--- config.mk ---
export PLATFORM = sky130hd
export DESIGN_NAME = indexed_list_insert_delete
export DESIGN_NICKNAME = d
export VERILOG_FILES = /design/src/ilid_pkg.sv /design/src/indexed_list_insert_delete.sv /design/src/ilid_datapath.sv /design/src/ilid_ctrl.sv
export SDC_FILE = /design/constraint.sdc
export NUM_CORES = 2
export LEC_CHECK = 0
export BUFFER_PORTS_ARGS = -buffer_cell sky130_fd_sc_hd__buf_4
export CORE_MARGIN = 8
export CORE_UTILIZATION = 48
export DETAILED_ROUTE_END_ITERATION = 6
export GPL_TIMING_DRIVEN = 0
export PLACE_DENSITY = 0.66
export SLEW_MARGIN = 25
export SYNTH_ARGS = -nofsm -noshare
export SYNTH_HDL_FRONTEND = slang
export SYNTH_HIERARCHICAL = 1
export SYNTH_SLANG_ARGS = --single-unit
--- constraint.sdc ---
create_clock -name clk -period 5.7 [get_ports clk]
set_input_delay 0.285 -clock clk [delete_from_list [all_inputs] [get_ports clk]]
set_output_delay 0.285 -clock clk [all_outputs]
set_load 0.01 [all_outputs]
--- src/ilid_pkg.sv ---
// ----------------------------------------------------------------------------
// Indexed list package
// Shared sizes, command and status codes, state encoding and the control and
// status bundles between the list controller and the list datapath.
// ----------------------------------------------------------------------------
`default_nettype none

package ilid_pkg;

  localparam int CAPACITY = 64;
  localparam int IDX_W    = (CAPACITY > 1) ? $clog2(CAPACITY) : 1;
  localparam int CNT_W    = $clog2(CAPACITY + 1);

  localparam int CMD_W = 3;
  localparam int POS_W = 8;
  localparam int VAL_W = 32;
  localparam int ST_W  = 2;
  localparam int LEN_W = 8;
  // Wide enough to compare a position with the count without wrapping.
  localparam int CMP_W = POS_W + 1;

  localparam int IN_W  = 48;
  localparam int OUT_W = 48;

  typedef enum logic [CMD_W-1:0] {
    CMD_GET  = 3'd0,
    CMD_HEAD = 3'd1,
    CMD_TAIL = 3'd2,
    CMD_AT   = 3'd3,
    CMD_DEL  = 3'd4
  } op_t;

  typedef enum logic [ST_W-1:0] {
    ST_DONE  = 2'd0,
    ST_RANGE = 2'd1,
    ST_FULL  = 2'd2
  } st_t;

  typedef enum logic [3:0] {
    S_IDLE,
    S_DECIDE,
    S_SH_RD,
    S_SH_WR,
    S_PUT_NEW,
    S_DEL_RD,
    S_DEL_WR,
    S_RESP
  } state_t;

  typedef enum logic [1:0] {
    RD_POS,
    RD_BELOW,
    RD_ABOVE
  } rd_sel_t;

  typedef enum logic {
    WR_SHIFT,
    WR_NEW
  } wr_sel_t;

  typedef struct packed {
    logic    load_item;
    logic    set_status;
    logic    ptr_load_ins;
    logic    ptr_load_del;
    logic    ptr_dec;
    logic    ptr_inc;
    logic    rd_en;
    rd_sel_t rd_sel;
    logic    wr_en;
    wr_sel_t wr_sel;
    logic    cnt_inc;
    logic    cnt_dec;
    logic    out_load;
  } ctl_t;

  typedef struct packed {
    logic get_ok;
    logic ins_ok;
    logic del_ok;
    logic ins_at_end;     // insert lands on the first free slot, nothing moves
    logic del_at_end;     // delete of the last entry, nothing moves
    logic shift_ins_last; // this write completes the gap at the insert point
    logic shift_del_last; // this write closes the gap up to the end
  } stat_t;

endpackage

`default_nettype wire

--- src/indexed_list_insert_delete.sv ---
// ----------------------------------------------------------------------------
// Indexed list with insert and delete at a position
// Ordered list of up to 64 signed 32-bit entries with get, insert and delete.
// ----------------------------------------------------------------------------
// Each input beat is one command and gives exactly one result beat carrying
// the value read, a status and the list length after the command. A get, a
// rejected command, an unknown code or a delete of the last entry goes from
// the decision state straight to the result load, and an insert first writes
// the new entry. Every entry that an insert or delete moves adds a read state
// and a write state: entries live in a memory with one read and one write
// port, so each move is one registered read followed by one write. The result
// load waits while the previous result beat is still stalled. The next
// command is accepted the cycle after the load, while a result still waits on
// the output side. The list is empty after reset; no clearing pass.
`default_nettype none

module indexed_list_insert_delete (
  input  wire                          clk,
  input  wire                          rst_n,
  input  wire                          in_tvalid,
  output logic                         in_tready,
  // in_tdata: cmd[2:0], position[10:3], item_value[42:11], zero fill above
  input  wire [ilid_pkg::IN_W-1:0]     in_tdata,
  output logic                         out_tvalid,
  input  wire                          out_tready,
  // out_tdata: read_value[31:0], status[33:32], list_length[41:34], zeros above
  output logic [ilid_pkg::OUT_W-1:0]   out_tdata
);

  ilid_pkg::ctl_t             ctl;
  ilid_pkg::stat_t            stat;
  logic [ilid_pkg::VAL_W-1:0] read_value;
  logic [ilid_pkg::ST_W-1:0]  status;
  logic [ilid_pkg::LEN_W-1:0] list_length;

  ilid_ctrl u_ctrl (
    .clk        (clk),
    .rst_n      (rst_n),
    .in_tvalid  (in_tvalid),
    .in_tready  (in_tready),
    .out_tvalid (out_tvalid),
    .out_tready (out_tready),
    .stat       (stat),
    .ctl        (ctl)
  );

  ilid_datapath u_dp (
    .clk             (clk),
    .rst_n           (rst_n),
    .in_cmd          (in_tdata[2:0]),
    .in_position     (in_tdata[10:3]),
    .in_item_value   (in_tdata[42:11]),
    .ctl             (ctl),
    .stat            (stat),
    .out_read_value  (read_value),
    .out_status      (status),
    .out_list_length (list_length)
  );

  assign out_tdata = {6'd0, list_length, status, read_value};

endmodule

`default_nettype wire

--- src/ilid_datapath.sv ---
// ----------------------------------------------------------------------------
// Indexed list datapath
// Entry memory, entry count, move pointer, latched command and result register.
// ----------------------------------------------------------------------------
`default_nettype none

module ilid_datapath (
  input  wire                           clk,
  input  wire                           rst_n,
  input  wire logic [ilid_pkg::CMD_W-1:0] in_cmd,
  input  wire logic [ilid_pkg::POS_W-1:0] in_position,
  input  wire logic [ilid_pkg::VAL_W-1:0] in_item_value,
  input  wire ilid_pkg::ctl_t           ctl,
  output ilid_pkg::stat_t               stat,
  output logic [ilid_pkg::VAL_W-1:0]    out_read_value,
  output logic [ilid_pkg::ST_W-1:0]     out_status,
  output logic [ilid_pkg::LEN_W-1:0]    out_list_length
);

  logic [ilid_pkg::CMD_W-1:0] op_r;
  logic [ilid_pkg::POS_W-1:0] pos_r;
  logic [ilid_pkg::VAL_W-1:0] val_r;
  logic [ilid_pkg::ST_W-1:0]  st_r;
  logic [ilid_pkg::CNT_W-1:0] cnt_r, cnt_nxt;
  logic [ilid_pkg::CNT_W-1:0] k_r, k_nxt;
  logic [ilid_pkg::VAL_W-1:0] rdata_r;
  logic [ilid_pkg::VAL_W-1:0] mem [0:ilid_pkg::CAPACITY-1];

  logic [ilid_pkg::VAL_W-1:0] rv_r;
  logic [ilid_pkg::ST_W-1:0]  rst_r;
  logic [ilid_pkg::LEN_W-1:0] len_r;

  logic [ilid_pkg::CMP_W-1:0] cnt_ext, pos_ext, k_ext, ins_pos_ext;
  logic [ilid_pkg::CNT_W-1:0] k_below, k_above;
  logic [ilid_pkg::IDX_W-1:0] rd_addr, wr_addr;
  logic [ilid_pkg::VAL_W-1:0] wr_data;
  logic                       in_range, ins_range_bad, full;
  logic [ilid_pkg::ST_W-1:0]  st_code;

  always_comb begin
    cnt_ext  = ilid_pkg::CMP_W'(cnt_r);
    pos_ext  = ilid_pkg::CMP_W'(pos_r);
    k_ext    = ilid_pkg::CMP_W'(k_r);
    in_range = pos_ext < cnt_ext;
    full     = cnt_r >= ilid_pkg::CNT_W'(ilid_pkg::CAPACITY);

    case (op_r)
      ilid_pkg::CMD_HEAD: ins_pos_ext = '0;
      ilid_pkg::CMD_TAIL: ins_pos_ext = cnt_ext;
      default:            ins_pos_ext = pos_ext;
    endcase
    ins_range_bad = (op_r == ilid_pkg::CMD_AT) && (pos_ext > cnt_ext);

    stat    = '0;
    st_code = ilid_pkg::ST_DONE;
    case (op_r)
      ilid_pkg::CMD_GET: begin
        stat.get_ok = in_range;
        st_code     = in_range ? ilid_pkg::ST_DONE : ilid_pkg::ST_RANGE;
      end
      ilid_pkg::CMD_HEAD, ilid_pkg::CMD_TAIL, ilid_pkg::CMD_AT: begin
        // The range check takes precedence over the capacity check.
        if (ins_range_bad) begin
          st_code = ilid_pkg::ST_RANGE;
        end else if (full) begin
          st_code = ilid_pkg::ST_FULL;
        end else begin
          stat.ins_ok = 1'b1;
        end
      end
      ilid_pkg::CMD_DEL: begin
        stat.del_ok = in_range;
        st_code     = in_range ? ilid_pkg::ST_DONE : ilid_pkg::ST_RANGE;
      end
      default: st_code = ilid_pkg::ST_DONE;
    endcase

    stat.ins_at_end     = ins_pos_ext == cnt_ext;
    stat.del_at_end     = (pos_ext + ilid_pkg::CMP_W'(1)) == cnt_ext;
    stat.shift_ins_last = k_ext == (ins_pos_ext + ilid_pkg::CMP_W'(1));
    stat.shift_del_last = (k_ext + ilid_pkg::CMP_W'(2)) == cnt_ext;

    k_below = k_r - ilid_pkg::CNT_W'(1);
    k_above = k_r + ilid_pkg::CNT_W'(1);
    case (ctl.rd_sel)
      ilid_pkg::RD_BELOW: rd_addr = k_below[ilid_pkg::IDX_W-1:0];
      ilid_pkg::RD_ABOVE: rd_addr = k_above[ilid_pkg::IDX_W-1:0];
      default:            rd_addr = pos_r[ilid_pkg::IDX_W-1:0];
    endcase
    if (ctl.wr_sel == ilid_pkg::WR_NEW) begin
      wr_addr = ins_pos_ext[ilid_pkg::IDX_W-1:0];
      wr_data = val_r;
    end else begin
      wr_addr = k_r[ilid_pkg::IDX_W-1:0];
      wr_data = rdata_r;
    end

    k_nxt = k_r;
    if (ctl.ptr_load_ins) begin
      k_nxt = cnt_r;
    end else if (ctl.ptr_load_del) begin
      k_nxt = ilid_pkg::CNT_W'(pos_r);
    end else if (ctl.ptr_dec) begin
      k_nxt = k_below;
    end else if (ctl.ptr_inc) begin
      k_nxt = k_above;
    end

    cnt_nxt = cnt_r;
    if (ctl.cnt_inc) begin
      cnt_nxt = cnt_r + ilid_pkg::CNT_W'(1);
    end else if (ctl.cnt_dec) begin
      cnt_nxt = cnt_r - ilid_pkg::CNT_W'(1);
    end
  end

  always_ff @(posedge clk) begin
    if (!rst_n) begin
      cnt_r <= '0;
    end else begin
      cnt_r <= cnt_nxt;
    end
  end

  always_ff @(posedge clk) begin
    k_r <= k_nxt;
    if (ctl.load_item) begin
      op_r  <= in_cmd;
      pos_r <= in_position;
      val_r <= in_item_value;
    end
    if (ctl.set_status) begin
      st_r <= st_code;
    end
    if (ctl.out_load) begin
      // Only a successful get returns stored data; everything else gives -1.
      rv_r  <= (op_r == ilid_pkg::CMD_GET && st_r == ilid_pkg::ST_DONE) ? rdata_r : '1;
      rst_r <= st_r;
      len_r <= ilid_pkg::LEN_W'(cnt_r);
    end
  end

  always_ff @(posedge clk) begin
    if (ctl.wr_en) begin
      mem[wr_addr] <= wr_data;
    end
    if (ctl.rd_en) begin
      rdata_r <= mem[rd_addr];
    end
  end

  assign out_read_value  = rv_r;
  assign out_status      = rst_r;
  assign out_list_length = len_r;

endmodule

`default_nettype wire

--- src/ilid_ctrl.sv ---
// ----------------------------------------------------------------------------
// Indexed list controller
// Sequences each command: decision, entry moves one at a time, result hand-off.
// ----------------------------------------------------------------------------
`default_nettype none

module ilid_ctrl (
  input  wire                  clk,
  input  wire                  rst_n,
  input  wire                  in_tvalid,
  output logic                 in_tready,
  output logic                 out_tvalid,
  input  wire                  out_tready,
  input  wire ilid_pkg::stat_t stat,
  output ilid_pkg::ctl_t       ctl
);

  ilid_pkg::state_t state_r, state_nxt;
  logic             out_valid_r, out_valid_nxt;

  always_ff @(posedge clk) begin
    if (!rst_n) begin
      state_r     <= ilid_pkg::S_IDLE;
      out_valid_r <= 1'b0;
    end else begin
      state_r     <= state_nxt;
      out_valid_r <= out_valid_nxt;
    end
  end

  always_comb begin
    ctl           = '0;
    ctl.rd_sel    = ilid_pkg::RD_POS;
    ctl.wr_sel    = ilid_pkg::WR_SHIFT;
    state_nxt     = state_r;
    in_tready     = 1'b0;
    out_valid_nxt = out_valid_r && !out_tready;

    case (state_r)
      ilid_pkg::S_IDLE: begin
        in_tready = 1'b1;
        if (in_tvalid) begin
          ctl.load_item = 1'b1;
          state_nxt     = ilid_pkg::S_DECIDE;
        end
      end
      ilid_pkg::S_DECIDE: begin
        ctl.set_status = 1'b1;
        state_nxt      = ilid_pkg::S_RESP;
        if (stat.get_ok) begin
          ctl.rd_en  = 1'b1;
          ctl.rd_sel = ilid_pkg::RD_POS;
        end else if (stat.ins_ok) begin
          ctl.ptr_load_ins = 1'b1;
          state_nxt = stat.ins_at_end ? ilid_pkg::S_PUT_NEW : ilid_pkg::S_SH_RD;
        end else if (stat.del_ok) begin
          ctl.ptr_load_del = 1'b1;
          if (stat.del_at_end) begin
            ctl.cnt_dec = 1'b1;
          end else begin
            state_nxt = ilid_pkg::S_DEL_RD;
          end
        end
      end
      ilid_pkg::S_SH_RD: begin
        ctl.rd_en  = 1'b1;
        ctl.rd_sel = ilid_pkg::RD_BELOW;
        state_nxt  = ilid_pkg::S_SH_WR;
      end
      ilid_pkg::S_SH_WR: begin
        ctl.wr_en   = 1'b1;
        ctl.wr_sel  = ilid_pkg::WR_SHIFT;
        ctl.ptr_dec = 1'b1;
        state_nxt   = stat.shift_ins_last ? ilid_pkg::S_PUT_NEW : ilid_pkg::S_SH_RD;
      end
      ilid_pkg::S_PUT_NEW: begin
        ctl.wr_en   = 1'b1;
        ctl.wr_sel  = ilid_pkg::WR_NEW;
        ctl.cnt_inc = 1'b1;
        state_nxt   = ilid_pkg::S_RESP;
      end
      ilid_pkg::S_DEL_RD: begin
        ctl.rd_en  = 1'b1;
        ctl.rd_sel = ilid_pkg::RD_ABOVE;
        state_nxt  = ilid_pkg::S_DEL_WR;
      end
      ilid_pkg::S_DEL_WR: begin
        ctl.wr_en   = 1'b1;
        ctl.wr_sel  = ilid_pkg::WR_SHIFT;
        ctl.ptr_inc = 1'b1;
        if (stat.shift_del_last) begin
          ctl.cnt_dec = 1'b1;
          state_nxt   = ilid_pkg::S_RESP;
        end else begin
          state_nxt = ilid_pkg::S_DEL_RD;
        end
      end
      ilid_pkg::S_RESP: begin
        // The result register frees up either empty or on the beat leaving it.
        if (!out_valid_r || out_tready) begin
          ctl.out_load  = 1'b1;
          out_valid_nxt = 1'b1;
          state_nxt     = ilid_pkg::S_IDLE;
        end
      end
      default: state_nxt = ilid_pkg::S_IDLE;
    endcase
  end

  assign out_tvalid = out_valid_r;

endmodule

`default_nettype wire

==> impl_results.md <==
- Req. time, crit path: 6.29 ns
- Die width: 440.6 µm
- CTS sink cnt: 2184
- DRT Wirelength: 274.4 mm
- IO buf count: 89
- FF+latch count, synth: 2184
- Syn Area/Cell: 15.97 µm²
- I/O pin count: 102
- Pwr Total: 55.39 mW
- Final nets: 5962
- Share of post-route cells with drive strength above 1: 18.22%
- Seq/Total Area, Yosys: 75.65%
- Setup CP Type: flop to flop
- GRT Total Usage: 27.66%
- Initial drt markers: 8063
- Final Hold Viols: 0
- Clk_lat worst skew: 0.87 ns
- CTS Buf Count: 208
- Crit path from: u_ctrl/state_r[1]$_SDFFE_PN0P_
- Drc violations: 0
- Mapped Cells: 5419
- Initial core utilization: 48.09%
- Startpoint types: flop
- Pin count of the biggest net entering global routing: 65
- Final GP Congestion: 0.9455
- Synth Warn #: 6
- Peak Freq: 172.1 MHz
- DRT antenna net count: 0
- P per Cell Area: 549.0 mW/mm²
- DIE AREA: 0.1942 mm²
- CP arrival: 6.40 ns
- Netlist Area Pre-Place: 0.08655 mm²
- H-Tree Depth: 4
- Final setup vio count: 5
- FFs w/ async S/R, synth: 0%
- Crit. End Element: flop
- Worst Setup Slack, final: -0.1107 ns
- Post-detail-place hpwl: 189.1 mm
- Final design utilization: 56.06%
- CTS tree: yes
- Netlist cell types: 75
- Worst slew margin: 22.04%
- Core area: 0.1800 mm²
- Min Hold Slack: 0.1410 ns
- MaxCap Viol Count: 0
- Die extent in y: 440.6 µm
- Fin crit share: 101.9%
- Worst clock skew: 0.04003 ns
- Peak VDD IR: 0.5080 mV
- EDFF count, synth: 2173
- R2R Path Start: u_ctrl/state_r[1]$_SDFFE_PN0P_
- Top FF cell, synth: edfxtp_1
- Crit Path Max Fanout: 10
- Total grt overflow: 0
- HP Class: primary input to flop
- First-pass GRT wire length: 379.2 mm
- Drt wl/cell: 32.48 µm
- Buffer depth of the longest clock path: 3
- Hold Path Origin: in_tdata[25]
- TNS Setup: -0.1777 ns
- DR vias/cell: 6.319
- Site row count: 156
- Outcome: finished with violations
- Area Growth Syn to Fin: 16.57%
- Min cycle time layout: 5.811 ns
- Pleak: 33.15 nW
- Initial antenna violation count: 22
- Failing checks: setup timing
- DR vias: 53386
- Post-place setup slack: -0.8157 ns
- Worst-margin pin slew: 1.169 ns
- DR pass1 iterations: 6
- Vias in the first global route: 50562
- Final Max Slew Viols: 0
- Clock transition at path regs: 0.06 ns
- CTS root buf: clkbuf_16
## per-stage QoR
stage               area, µm²  instances
floorplan               86570       5424
global placement        90200       7883
detailed placement      93660       8001
CTS                    100600       8430
global route           100800       8430
finish                 100900       8448
## synthesized netlist by cell type (all sizes together), types with 11 or more instances
| cell type | n | area (µm²) |
|---|---|---|
| o21ai | 23 | 115.1 |
| mux2i | 27 | 270.3 |
| mux2 | 35 | 394.1 |
| nand3 | 389 | 1952 |
| nor3 | 41 | 205.2 |
| a211oi | 24 | 180.2 |
| a311oi | 118 | 1033 |
| a22o | 42 | 367.9 |
| inv | 19 | 71.32 |
| edfxtp | 2173 | 65250 |
| nand2 | 1229 | 4613 |
| and4 | 13 | 113.9 |
| or2 | 35 | 219.0 |
| nor2 | 121 | 459.2 |
| buf | 143 | 724.4 |
| xnor2 | 30 | 262.8 |
| a31oi | 122 | 763.2 |
| nand4 | 24 | 150.1 |
| nand2b | 14 | 87.58 |
| a21oi | 39 | 195.2 |
| dfxtp | 11 | 220.2 |
| ha | 21 | 262.8 |
| mux4 | 269 | 6058 |
| xor2 | 11 | 96.34 |
| clkbuf | 200 | 750.7 |
| and3 | 137 | 857.1 |
## placed cells by master (no fill, tap or decap), types with 12 or more instances in the layout
cell and n:
edfxtp_1 2173, nand2_1 1229, nand3_1 388, mux4_2 269, clkbuf_1 217, clkbuf_16 209, and3_1 137, a311oi_1 114
buf_4 112, a31oi_1 112, buf_2 80, nor2_4 65, buf_16 63, nor2_1 54, buf_12 53, clkinv_1 47
dlygate4sd3_1 47, clkbuf_2 46, a22o_1 42, clkinv_2 41, a21oi_1 38, or2_2 33, nor3_1 32, mux2_4 32
xnor2_1 30, nand4_1 24, a211oi_1 23, buf_1 22, ha_1 21, inv_1 19, diode_2 18, o21ai_0 17
mux2i_1 15, nand2b_1 13, and4_1 13, mux2i_2 12
## path summary, 6_finish.rpt
kind | end | slack, ns | cells past startpoint
worst max-delay path | u_dp/rdata_r[9]$_DFFE_PP_ | -0.11 | 17
worst min register to register | u_dp/out_list_length[6]$_DFFE_PP_ | 0.52 | 0
worst max register to register | u_dp/rdata_r[9]$_DFFE_PP_ | -0.11 | 17
worst min-delay path | u_dp/val_r[14]$_DFFE_PP_ | 0.14 | 2
## metal layers
metal  share of wire (%)  global-route usage (%)  wire [µm]  vias up
met5               0.020                       0         54        -
met4                 6.2                   15.02      16990        8
met3                  13                   8.630      35850      743
met2                  45                   41.87     123400     3675
met1                  36                   35.87      98030    27108
li1                    -                       -          -    21852
## where the power goes
group	leakage (nW)	internal (mW)	switching (mW)
logic	10.4	5.53	15.8
registers	19.6	20.6	0.264
clock network	3.12	7.17	5.98
total	33.2	33.3	22.1
## layout make-up
type,count,area (µm²)
multi-input combinational,2876,20400
tap,2370,2965
buffer,343,1588
clock inverter,117,953.4
antenna,18,45.04
sequential,2184,65470
inverter,21,78.83
timing repair buffer,254,3949
clock buffer,265,5440
fill,13596,79070
## worst max-delay path: stages, from the launching register on
cell and delay [ns]:
dfxtp_1 0.33, buf_2 0.21, inv_1 0.12, nor3_1 0.32, inv_1 0.09, ha_1 0.30, buf_4 0.17, buf_2 0.19
nand2b_1 0.15, o21a_1 0.48, buf_4 0.39, buf_2 0.55, clkbuf_2 0.56, nand2_1 0.11, a311oi_1 0.48, a31oi_1 0.19
a22o_1 0.37, nor3_1 0.49
## cells by family (layout without fill, tap and decap cells)
logic type / after synthesis / in the layout / synth area share (%)
buf+inv: 364 / 1000 / 1.796
other cells: 2 / 25 / 0.008677
simple gates: 2047 / 2047 / 10.38
xor+xnor: 41 / 41 / 0.4149
fa+ha+maj: 22 / 22 / 0.3267
mux: 331 / 331 / 7.768
compound gates: 428 / 428 / 3.660
flops: 2184 / 2184 / 75.65
## registers in the layout, indices dropped and copies added (netlist names)
register              count
u_dp/pos_r                8
u_dp/cnt_r                7
u_dp/out_status           2
u_dp/out_read_value      32
u_ctrl/state_r            3
u_ctrl/out_tvalid         1
u_dp/val_r               32
u_dp/mem               2048
u_dp/op_r                 3
u_dp/rdata_r             32
u_dp/out_list_length      7
u_dp/st_r                 2
u_dp/k_r                  7
## repair_timing
action                     CTS  global route
setup endpoints to repair   30            30
hold buffers                47             0
pin swaps                    6             8
setup buffers                0             0
resized for setup           35           101
hold endpoints to repair    66             0
No activity file was read; power rests on OpenSTA's default activity.
